File: config.mk
export PLATFORM = sky130hd
export DESIGN_NAME = unordered_array_table
export DESIGN_NICKNAME = d
export VERILOG_FILES = /design/src/hw/rtl/uat_pkg.sv /design/src/hw/rtl/unordered_array_table.sv
export SDC_FILE = /design/constraint.sdc
export NUM_CORES = 1
export LEC_CHECK = 0
export ABC_AREA = 1
export BUFFER_PORTS_ARGS = -buffer_cell sky130_fd_sc_hd__buf_2
export CORE_ASPECT_RATIO = 0.6
export CORE_MARGIN = 3
export CORE_UTILIZATION = 45
export DETAILED_ROUTE_END_ITERATION = 16
export PLACE_DENSITY = 0.67
export RECOVER_POWER = 50
export SKIP_LAST_GASP = 1
export SYNTH_ARGS = -nofsm -noshare
export SYNTH_HDL_FRONTEND = slang
export SYNTH_SLANG_ARGS = --single-unit
export TNS_END_PERCENT = 5
File: constraint.sdc
create_clock -name clk_i -period 4.58 [get_ports clk_i]
set_clock_uncertainty 0.1 [all_clocks]
set_input_delay 0.458 -clock clk_i [delete_from_list [all_inputs] [get_ports clk_i]]
set_output_delay 0.458 -clock clk_i [all_outputs]
set_load 0.05 [all_outputs]
File: src/hw/rtl/uat_pkg.sv
// Package for unordered_array_table: sizes, operation and status codes.
// No dependencies.
package uat_pkg;

  localparam int Capacity = 16;
  localparam int ValW     = 32;
  localparam int PosW     = $clog2(Capacity);
  localparam int CntW     = $clog2(Capacity + 1);
  localparam int ActW     = 2;
  localparam int StatW    = 2;
  localparam int InDataW  = 2 * ValW;
  localparam int OutDataW = ((CntW + PosW + 7) / 8) * 8;

  typedef enum logic [ActW-1:0] {
    ActInsert = 2'd0,
    ActDelete = 2'd1,
    ActModify = 2'd2,
    ActNone   = 2'd3
  } action_e;

  typedef enum logic [StatW-1:0] {
    StDone     = 2'd0,
    StFull     = 2'd1,
    StNotFound = 2'd2,
    StUnused   = 2'd3
  } status_e;

endpackage

File: src/hw/rtl/unordered_array_table.sv
// Insert writes the entry on acceptance; modify searches up to the match at
// position p and writes there; delete searches, then makes one move per cycle.
// Throughput: one item at a time; the next item is taken once the result is registered,
// and a stalled output holds that off; searches scale with the count.
// Reset: clears the count and handshake state; entry RAM is not cleared.
// Depends on uat_pkg.
module unordered_array_table (
  input  logic                          clk_i,
  input  logic                          rst_ni,
  input  logic                          s_axis_tvalid,
  output logic                          s_axis_tready,
  input  logic [uat_pkg::InDataW-1:0]   s_axis_tdata,  // key, new_value
  input  logic [uat_pkg::ActW-1:0]      s_axis_tuser,  // action
  output logic                          m_axis_tvalid,
  input  logic                          m_axis_tready,
  output logic [uat_pkg::OutDataW-1:0]  m_axis_tdata,  // count, position
  output logic [uat_pkg::StatW-1:0]     m_axis_tuser   // status
);

  localparam int IW = uat_pkg::PosW;
  localparam int CW = uat_pkg::CntW;
  localparam int VW = uat_pkg::ValW;

  localparam logic [1:0] SIdle   = 2'd0;
  localparam logic [1:0] SSearch = 2'd1;
  localparam logic [1:0] SShift  = 2'd2;
  localparam logic [1:0] SResp   = 2'd3;

  logic signed [VW-1:0] mem [uat_pkg::Capacity];
  logic signed [VW-1:0] rdata_q;
  logic [IW-1:0]        raddr;
  logic                 we;
  logic [IW-1:0]        waddr;
  logic signed [VW-1:0] wdata;

  logic [1:0]                 state_q, state_d;
  logic [CW-1:0]              occ_q, occ_d;
  logic [CW-1:0]              idx_q, idx_d;
  logic [IW-1:0]              cidx_q, cidx_d;
  logic [IW-1:0]              wr_q, wr_d;
  logic                       pend_q, pend_d;
  logic [uat_pkg::ActW-1:0]   act_q;
  logic signed [VW-1:0]       key_q, nv_q;
  logic [uat_pkg::StatW-1:0]  res_st_q, res_st_d;
  logic [IW-1:0]              res_pos_q, res_pos_d;
  logic                       ovalid_q, ovalid_d;
  logic [uat_pkg::StatW-1:0]  out_st_q;
  logic [IW-1:0]              out_pos_q;
  logic [CW-1:0]              out_cnt_q;
  logic                       accept, load;

  assign s_axis_tready = (state_q == SIdle);
  assign accept        = s_axis_tvalid && s_axis_tready;
  assign load          = (state_q == SResp) && (!ovalid_q || m_axis_tready);

  always_ff @(posedge clk_i) begin
    if (we) begin
      mem[waddr] <= wdata;
    end
    rdata_q <= mem[raddr];
  end

  always_comb begin
    state_d   = state_q;
    occ_d     = occ_q;
    idx_d     = idx_q;
    cidx_d    = cidx_q;
    wr_d      = wr_q;
    pend_d    = pend_q;
    res_st_d  = res_st_q;
    res_pos_d = res_pos_q;
    raddr     = idx_q[IW-1:0];
    we        = 1'b0;
    waddr     = wr_q;
    wdata     = rdata_q;
    ovalid_d  = ovalid_q && !m_axis_tready;

    case (state_q)
      SIdle: begin
        if (accept) begin
          idx_d     = '0;
          pend_d    = 1'b0;
          res_pos_d = '0;
          res_st_d  = uat_pkg::StNotFound;
          case (s_axis_tuser)
            uat_pkg::ActInsert: begin
              if (occ_q < CW'(uat_pkg::Capacity)) begin
                we        = 1'b1;
                waddr     = occ_q[IW-1:0];
                wdata     = s_axis_tdata[VW +: VW];
                occ_d     = occ_q + CW'(1);
                res_st_d  = uat_pkg::StDone;
                res_pos_d = occ_q[IW-1:0];
              end else begin
                res_st_d  = uat_pkg::StFull;
              end
              state_d = SResp;
            end
            uat_pkg::ActDelete, uat_pkg::ActModify: state_d = SSearch;
            default: state_d = SResp;
          endcase
        end
      end
      SSearch: begin
        if (pend_q && (rdata_q == key_q)) begin
          res_st_d  = uat_pkg::StDone;
          res_pos_d = cidx_q;
          if (act_q == uat_pkg::ActModify) begin
            we      = 1'b1;
            waddr   = cidx_q;
            wdata   = nv_q;
            state_d = SResp;
          end else begin
            idx_d   = CW'(cidx_q) + CW'(1);
            wr_d    = cidx_q;
            pend_d  = 1'b0;
            state_d = SShift;
          end
        end else if (idx_q < occ_q) begin
          raddr  = idx_q[IW-1:0];
          idx_d  = idx_q + CW'(1);
          cidx_d = idx_q[IW-1:0];
          pend_d = 1'b1;
        end else begin
          state_d = SResp;
        end
      end
      SShift: begin
        if (pend_q) begin
          we    = 1'b1;
          waddr = wr_q;
          wdata = rdata_q;
          wr_d  = wr_q + IW'(1);
        end
        if (idx_q < occ_q) begin
          raddr  = idx_q[IW-1:0];
          idx_d  = idx_q + CW'(1);
          pend_d = 1'b1;
        end else begin
          pend_d = 1'b0;
          if (!pend_q) begin
            occ_d   = occ_q - CW'(1);
            state_d = SResp;
          end
        end
      end
      SResp: begin
        if (load) begin
          ovalid_d = 1'b1;
          state_d  = SIdle;
        end
      end
      default: state_d = SIdle;
    endcase
  end

  always_ff @(posedge clk_i or negedge rst_ni) begin
    if (!rst_ni) begin
      state_q  <= SIdle;
      occ_q    <= '0;
      pend_q   <= 1'b0;
      ovalid_q <= 1'b0;
    end else begin
      state_q  <= state_d;
      occ_q    <= occ_d;
      pend_q   <= pend_d;
      ovalid_q <= ovalid_d;
    end
  end

  always_ff @(posedge clk_i) begin
    idx_q     <= idx_d;
    cidx_q    <= cidx_d;
    wr_q      <= wr_d;
    res_st_q  <= res_st_d;
    res_pos_q <= res_pos_d;
    if (accept) begin
      act_q <= s_axis_tuser;
      key_q <= s_axis_tdata[VW-1:0];
      nv_q  <= s_axis_tdata[VW +: VW];
    end
    if (load) begin
      out_st_q  <= res_st_q;
      out_pos_q <= res_pos_q;
      out_cnt_q <= occ_q;
    end
  end

  assign m_axis_tvalid = ovalid_q;
  assign m_axis_tuser  = out_st_q;
  assign m_axis_tdata  = {{(uat_pkg::OutDataW - CW - IW){1'b0}}, out_pos_q, out_cnt_q};

endmodule

### Word-level counts from Yosys, hierarchy flattened

Memory sizes are Yosys's and may differ from the RTL's. A register that Yosys moved wholly into a read port is not among the register bits.
Index checks and enable logic that the tools add are counted.

* bits in registers: 105
* bits in writable memories: 512
* bits of input ports: 70
* output and inout port bits: 20
* memories: 1

* $add $sub $neg: 5
* order comparisons: 2
* equality and inequality tests: 19
* mux-type cells: 63
* bitwise operators: 1
* reduce and logical (&&, ||, !) cells: 21

Memory list
* mem: words 16, bits a word 32, rd ports 1, clocked after memory_dff 1, wr ports 1, RTL line unordered_array_table.sv:29 `logic signed [VW-1:0] mem [uat_pkg::Capacity];`

Operators with widths (count)
* $mux W32: 5
* $pmux W32 S2: 1
* $mux W4: 12
* $mux W5: 9
* $eq A32 B32 Y1: 1
* $pmux W4 S2: 3
* $mux W2: 10
* $mux W1: 17
* $pmux W5 S3: 1
* $ne A2 B2 Y1 const B: 6
* $add A5 B1 Y5 const B: 2
* $pmux W5 S2: 1
* $ne A3 B3 Y1 const B: 3
* $reduce_and A3 Y1: 3
* $eq A2 B2 Y1 const B: 4
* $pmux W2 S4: 1
* $reduce_and A4 Y1: 2
* $ne A2 B1 Y1 const B: 3
* $pmux W1 S3: 2
* $reduce_and A6 Y1: 1
* $reduce_bool A2 Y1: 3
* $add A4 B1 Y5 const B: 1
* $lt A5 B5 Y1: 1
* $lt A5 B5 Y1 const B: 1
* 12 further kinds: 18

### Depth between registers and ports, before layout

Gate-level depths: netlist of the first run.

* depth in word-level cells: 7
* mapped depth: 16
* mapped depth without buffers: 16

### Worst setup path before layout of the first run

Ideal clock, no wire load.

* kind: reg2reg
* from: reg state_q[0]
* to: mem mem[10][0] (netlist bit), enable pin
* data arrival time: 4.405 ns
* data required time: 4.059 ns
* path slack: -0.346 ns
* stages on the path, launching flop included: 11
* path buffers: 0
* clock period less this slack: 4.926 ns
* cells stage by stage: dfrtp_1 inv_1 ha_1 nand2_1 inv_1 nand2_1 nand2_1 inv_1 nand3b_1 nand2_1 nor2_1

* cells in the longest elaborated chain, start to end: 6

Ends and longest elaborated chain
* start, declared: RTL line unordered_array_table.sv:36 `logic [1:0] state_q, state_d;`
* start signal, assigned: RTL line unordered_array_table.sv:159 `state_q <= SIdle;`
* start signal, assigned: RTL line unordered_array_table.sv:164 `state_q <= state_d;`
* $logic_not A2 Y1 *: RTL line unordered_array_table.sv:52 `assign s_axis_tready = (state_q == SIdle);`
* named net s_axis_tready: RTL line unordered_array_table.sv:11 `output logic s_axis_tready,`
* $logic_and A1 B1 Y1 *: RTL line unordered_array_table.sv:53 `assign accept = s_axis_tvalid && s_axis_tready;`
* named net accept: RTL line unordered_array_table.sv:50 `logic accept, load;`
* $mux W1: RTL line unordered_array_table.sv:80 `if (accept) begin`
* $pmux W1 S3: RTL line unordered_array_table.sv:78 `case (state_q)`
* $mux W1: RTL line unordered_array_table.sv:57 `if (we) begin`
* $mux W1 (implied by the code): RTL line unordered_array_table.sv:58 `mem[waddr] <= wdata;`
* end, declared: RTL line unordered_array_table.sv:29

The timed path passes the listed nets; every way through them passes the cells marked *.

### Worst setup path after layout of the first run

* from: reg rdata_q[25] (read register of mem)
* to: mem mem[3][11] (netlist bit), enable pin

* cells in the longest elaborated chain, start to end: 6

Ends and longest elaborated chain
* start, declared: RTL line unordered_array_table.sv:30 `logic signed [VW-1:0] rdata_q;`
* $eq A32 B32 Y1 *: RTL line unordered_array_table.sv:105 `if (pend_q && (rdata_q == key_q)) begin`
* $logic_and A1 B1 Y1 *: RTL line unordered_array_table.sv:105
* $mux W1: RTL line unordered_array_table.sv:105
* $pmux W1 S3: RTL line unordered_array_table.sv:78
* $mux W1: RTL line unordered_array_table.sv:57
* $mux W1 (implied by the code): RTL line unordered_array_table.sv:58

Mark *: on every way between the ends. The rest lies on a longest branch, timed or not.

==> impl_results.md, run 1 <==
* Fin crit period at approximately 4.2 ns
* Async SR Flop Fraction at ~1.4%
* Placement Setup Slack at about 0.99 ns
* Initial DRC Count at around 3000
* Fill cells at 4985
* Final Setup Violations at 0
* Initial Util at between 40% and 50%
* Sequential share of the synthesized area at between 70% and 80%
* Crit-path max FO at 24
* Slew margin rel. at -92.7%
* Routed Antenna Nets at 0
* Drt drc at 0
* Ys flop type: edfxtp_1
* Fin. max-slew vios at about 170
* Syn avg cell area at 11.7 sq um
* Core area at about 0.058 sq mm
* Worst setup SP type: flip-flop
* WP data arrival at about 4.3 ns
* Final hold slack at a little over 0.04 ns
* Fmax at 238 MHz
* YS warnings at 0
* Row count at between 60 and 70
* Inst Count DP at 3077
* Die X at about 320 um
* Wire length per cell at roughly 24 um
* Multi-input gate area at 0.00665 sq mm
* Die area at approximately 0.063 sq mm
* Min-Delay Path Class: in -> reg
* Mapped Area at around 0.027 sq mm
* Num Clock Sinks at roughly 650
* Vias per cell at approximately 5.8
* Count leader, synth: edfxtp_1
* Worst-margin pin slew at just under 3 ns
* Pin count of the biggest net entering global routing at 220
* Commonest cells in the synthesized netlist: edfxtp_1 (608), nand2_1 (495), o21ai_0 (229)
* Worst ir drop on vdd at just under 0.8 mV
* H-tree lvl count at 2
* Fraction of layout cells with a size suffix above 1 at under 10%
* Routed wire length at 77.7 mm
* Yosys top cell area share at between 60% and 70%
* Root Buffer: clkbuf_16
* PostCTS Resize Cnt at 0
* Crit share post-route at between 90% and 100%
* Sequential cell area at between 0.015 and 0.02 sq mm
* Failing checks: capacitance limit, slew limit
* Total setup buffers inserted after CTS at 0
* Initial antenna violation count at 2
* Post-Syn Instances at between 2000 and 2500
* Max clock buf depth at 3
* Max Cap Violations at 4
* Syn-to-layout area delta at 13.2%
* Final hold vios at 0
* Area contributors post-synth: edfxtp_1 (68%), nand2_1 (6.9%), o21ai_0 (4.3%)
* Final Net Count at roughly 2500
* Die height at approximately 200 um
* Top Ports at 90
* PortBufs at 82
* Crit Path Class: reg -> reg
* Routability cong. at between 0.9 and 1
* Num CTS Buffers at 54
* Final TNS setup at 0 ns
* Cells on Worst Hold Path at 4
* Slack of the critical path at between 0.3 and 0.4 ns
* GRT Overall Usage at between 20% and 30%
* Element type at the critical path end: flip-flop
* PwrDens at about 670 mW/mm^2
* CTS clk-pin slew, worst paths at roughly 0.070 ns
* Drt pass-1 iters at 6
* Cell Count, Final, Fillers Out at 3236
* Lkg Pwr at about 11 nW
* Post-synth cell types at 43
* Flops & latches, synth at between 600 and 700
* Vias in the first global route at 17298
* Hold buffers post-CTS at between 60 and 70
* Worst Path Required at approximately 4.7 ns
* Synth area leader: edfxtp_1
* Clk_lat worst skew at 0.63 ns
* First-pass GRT wire length at approximately 110 mm
* Via count at around 19000
* Grt total ovfl at 0
* Worst Reg-to-Reg Cells at 15
* CTS tree: yes
* Status: finished with violations
* Post-synth EDFFs at ~600
* Hpwl dp at roughly 47 mm
* RSZ-0062 raised after global routing: false
## stage by stage
| stage | instance area, sq um | power (mW) | util (%) |
|---|---|---|---|
| after floorplan | 26800 | 13.0 | - |
| after CTS | 30500 | 20.2 | 52.5 |
| final | 30400 | 20.3 | 52.2 |
| after detailed placement | 28200 | 15.7 | 48.5 |
| after global routing | 30400 | 21.2 | 52.2 |
| after global placement | 28200 | 15.5 | 48.5 |
## where the power goes
part | total, mW | internal, mW | switching [mW]
logic | 7.00 | 1.58 | 5.42
registers | 8.79 | 8.40 | 0.386
clock network | 4.49 | 2.35 | 2.14
## cells by family (layout without fill, tap and decap cells)
kind of cell	after synthesis	count (layout)	share of synthesized area, %
AO/OA/AOI/OAI	497	497	10.4
XOR/XNOR	10	10	0.327
adder cells (fa/ha/maj)	16	16	0.775
buffers and inverters	281	442	4.22
flip-flops	649	649	71.3
other	1	8	0.0140
AND/OR/NAND/NOR	844	844	12.9
## sequential cells by signal (all words and copies together), names as in the netlist, 4 cells and up
name	cells
nv_q	32
wr_q	4
mem	512
occ_q	5
idx_q	5
res_pos_q	4
out_cnt_q	5
cidx_q	4
out_pos_q	4
key_q	32
rdata_q	32
## per-layer routing
metal	part of all wire, %	track usage [%]
met2	42	33.9
met5	0	0
met3	13	5.83
met4	1.3	4.29
met1	44	39.3
## final cells by class
| type | instances | share of cell area [%] |
|---|---|---|
| Antenna cell | 1 | 0.00824 |
| Clock buffer | 70 | 4.75 |
| Clock inverter | 26 | 0.721 |
| Inverter | 159 | 1.98 |
| Multi-Input combinational cell | 1374 | 21.9 |
| Sequential cell | 649 | 63.0 |
| Tap cell | 770 | 3.17 |
| Timing Repair Buffer | 187 | 4.45 |
## critical path: stages (launching register included)
cell and delay (ns):
dfxtp_1 0.38, inv_1 0.09, nand2_1 0.22, o21ai_0 0.13, nor2_1 0.19, nand2_1 0.07
nor2_1 0.11, nand2_1 0.06, nor2_1 0.55, nand3_2 0.20, nand2_1 0.14, nand2_1 0.09
a21oi_1 0.18, nand2_1 0.27, nor2_4 0.39, clkbuf_4 0.62
## placed cells by master, fill, tap and decap left out, types with 39 or more instances in the layout
cell type,synthesis,final
clkbuf_16,0,55
dlygate4sd3_1,0,62
nand3_1,69,70
nor2_1,212,199
clkbuf_1,80,73
inv_1,143,141
nand2_1,495,496
a221oi_1,39,39
edfxtp_1,608,608
o22ai_1,43,43
o21ai_0,229,232
a21oi_1,124,125
## path summary, 6_finish.rpt
path / startpoint / end / slack, ns
max: rdata_q[25]$_DFF_P_ / mem[3][11]$_DFFE_PP_ / 0.38
min: m_axis_tready / m_axis_tvalid$_DFF_PN0_ / 0.04
min reg2reg: res_pos_q[3]$_DFFE_PP_ / out_pos_q[3]$_DFFE_PP_ / 0.33
max reg2reg: rdata_q[25]$_DFF_P_ / mem[3][11]$_DFFE_PP_ / 0.38
max in group asynchronous: rst_ni / occ_q[4]$_DFFE_PN0P_ / 3.61
min in group asynchronous: rst_ni / m_axis_tvalid$_DFF_PN0_ / 0.31
No activity file was read; power rests on OpenSTA's default activity.
==> inputs of run 2 (changes only) <==
--- a/config.mk
+++ b/config.mk
@@ -11,8 +11,9 @@
 export CORE_MARGIN = 3
 export CORE_UTILIZATION = 45
 export DETAILED_ROUTE_END_ITERATION = 16
-export PLACE_DENSITY = 0.67
+export PLACE_DENSITY = 0.66
 export RECOVER_POWER = 50
+export SETUP_SLACK_MARGIN = 0.4
 export SKIP_LAST_GASP = 1
 export SYNTH_ARGS = -nofsm -noshare
 export SYNTH_HDL_FRONTEND = slang
==> run 2 against run 1 <==
  * Worst hold slack got worse by 0.0034 ns
  * Highest routed layer unchanged
  * Die area unchanged
  * The flow still finishes with violations (capacitance limit, slew limit)
  * Largest power group unchanged
  * Total power is 1.6% higher
  * Sequential cell count unchanged
  * Maximum frequency rose by 4.4%
  * Non-clock buffer count rose by 3
==> impl_results.md, run 2 (synthesized netlist as in run 1, its figures left out) <==
* Status: finished with violations
* CTS tree: yes
* CP max-delay cell: clkbuf_1
* PwrDens at 673 mW/mm^2 (+0.77%)
* Routed wl met3 at 9.30 mm (-5.7%)
* Multi-input gate area at 0.00668 sq mm (+0.47%)
* Vias in the first global route at 17742 (+2.6%)
* Worst ir drop on vdd at 0.604 mV (-24%)
* Drt pass-1 iters at 6 (unchanged)
* Crit-path cells: clkbuf_1 > nand3_1 > nor2_1 > xnor2_1 > inv_1 > o21ai_0 > a21oi_1
* Fraction of layout cells with a size suffix above 1 at 7.96% (+0.54 points)
* Initial antenna violation count at 0 (-2)
* Worst Path Required at 4.82 ns (+0.09 ns)
* Largest register FFs at 512 (unchanged)
* Most flops, register: mem
* Min-Delay Path Class: in -> reg
* WL met1 at 35.0 mm (+1.3%)
* Core area at 0.0582 sq mm (unchanged)
* Vias per cell at 5.84 (+0.29%)
* Fin. max-slew vios at 112 (-33%)
* First-pass GRT wire length at 116 mm (+1.8%)
* Tot Pwr at 20.6 mW (+1.6%)
* Element type at the critical path end: flip-flop
* Clk_lat worst skew at 0.62 ns (about the same)
* Row count at 68 (unchanged)
* Die area at 0.0626 sq mm (unchanged)
* Routed wire length at 79.2 mm (+1.9%)
* Syn-to-layout area delta at 14.2%
* Cell family with most CP delay: buffers and inverters
* Drt drc at 0 (unchanged)
* Final Setup Violations at 0 (unchanged)
* Top Ports at 90 (unchanged)
* GRT Overall Usage at 25.0% (+0.56 points)
* Crit-path max cell delay at 2.37 ns (+1.75 ns)
* Die height at 195 um (unchanged)
* Diode count at 0 (-1)
* Worst-margin pin slew at 3.36 ns (+0.472 ns)
* Fill cells at 4940 (-0.90%)
* Root Buffer: clkbuf_16
* Routed met2 length at 33.3 mm (+3.2%)
* Hpwl dp at 48.2 mm (+2.7%)
* Final hold vios at 0 (unchanged)
* Lkg Pwr at 11.0 nW (+1.0%)
* Final TNS setup at 0 ns (unchanged)
* Fin crit period at 4.02 ns (-0.178 ns)
* Initial Util at 46.1% (unchanged)
* Num Clock Sinks at 649 (unchanged)
* Initial DRC Count at 2746 (-6.1%)
* PortBufs at 82 (unchanged)
* Cell Count, Final, Fillers Out at 3244 (+0.25%)
* Fmax at 249 MHz (+4.4%)
* Num CTS Buffers at 54 (unchanged)
* Sequential cell area at 0.0191 sq mm (unchanged)
* Pin count of the biggest net entering global routing at 139 (-37%)
* Inst Count DP at 3077 (unchanged)
* Die X at 321 um (unchanged)
* Worst setup SP type: flip-flop
* Commonest non-fill, non-tap cell in the layout: edfxtp_1
* Crit Path Class: reg -> reg
* Crit share post-route at 87.7% (-3.9 points)
* Wire length per cell at 24.4 um (+1.7%)
* CTS clk-pin slew, worst paths at 0.07 ns (about the same)
* Failing checks: capacitance limit, slew limit
* RSZ-0062 raised after global routing: false
* CP bufs+invs at 2 (unchanged)
* Final Net Count at 2514 (+0.12%)
* Top Metal Used: met4
* Routed Antenna Nets at 0 (unchanged)
* Max clock buf depth at 3 (unchanged)
* WP data arrival at 4.26 ns (-0.08 ns)
* Via count at 18948 (+0.54%)
* Slew margin rel. at -124% (-31 points)
* Max Cap Violations at 2 (-2)
* Grt total ovfl at 0 (unchanged)
* Routability cong. at 0.953 (-2.8%)
* Leading cell types in the layout, fill and taps excluded: edfxtp_1 (608), nand2_1 (495), o21ai_0 (248)
* H-tree lvl count at 2 (unchanged)
* Crit-path max FO at 44 (+83%)
[run 2: layer usage]
layer	vias to the layer above	GRT usage, %
met2	1078	35.8
met3	107	5.36
met5	-	0
met4	0	5.61
met1	9364	39.1
li1	8399	-
[run 2: stage by stage]
| stage | hold slack, ns | util (%) | cell area, sq um | setup WS [ns] |
|---|---|---|---|---|
| after floorplan | 0.0624 | - | 26800 | 0.130 |
| after global placement | 0.253 | 48.5 | 28200 | 0.970 |
| after detailed placement | 0.254 | 48.5 | 28200 | 1.00 |
| after CTS | 0.00466 | 52.8 | 30700 | 0.945 |
| after global routing | 0.0633 | 52.6 | 30600 | 0.343 |
| final | 0.0374 | 52.6 | 30600 | 0.562 |
[run 2: final cells by class]
class,count,share of cell area (%)
clock buffers,71,4.83
clock inverters,31,1.16
inverters,159,1.97
multi-input cells,1374,21.8
flip-flops and latches,649,62.5
well taps,770,3.15
repair buffers,190,4.57
[run 2: repair_timing]
item | in CTS | in global routing
hold buffers | 65 | 0
endpoints found under the hold margin | 73 | 0
buffers inserted | 0 | 0
gates resized for setup | 0 | 0
[run 2: power breakdown]
part | total, mW | internal [mW] | switching, mW
clock | 4.80 | 2.68 | 2.12
sequential | 8.78 | 8.40 | 0.380
combinational | 7.02 | 1.57 | 5.46
[run 2: final timing paths]
| check | startpoint | to | slack, ns | cells past startpoint |
|---|---|---|---|---|
| setup reg to reg | idx_q[3]$_DFFE_PP_ | idx_q[4]$_DFFE_PP_ | 0.56 | 7 |
| max in group asynchronous | rst_ni | occ_q[1]$_DFFE_PN0P_ | 3.58 | 2 |
| hold reg to reg | res_pos_q[3]$_DFFE_PP_ | out_pos_q[3]$_DFFE_PP_ | 0.33 | 0 |
| setup / recovery | idx_q[3]$_DFFE_PP_ | idx_q[4]$_DFFE_PP_ | 0.56 | 7 |
| hold / removal | m_axis_tready | m_axis_tvalid$_DFF_PN0_ | 0.04 | 4 |
| min in group asynchronous | rst_ni | m_axis_tvalid$_DFF_PN0_ | 0.33 | 2 |
[run 2: worst min-delay path, stage by stage]
cell and delay, ns:
buf_2 0.07, inv_1 0.04, nand2_1 0.07, nand2_1 0.05
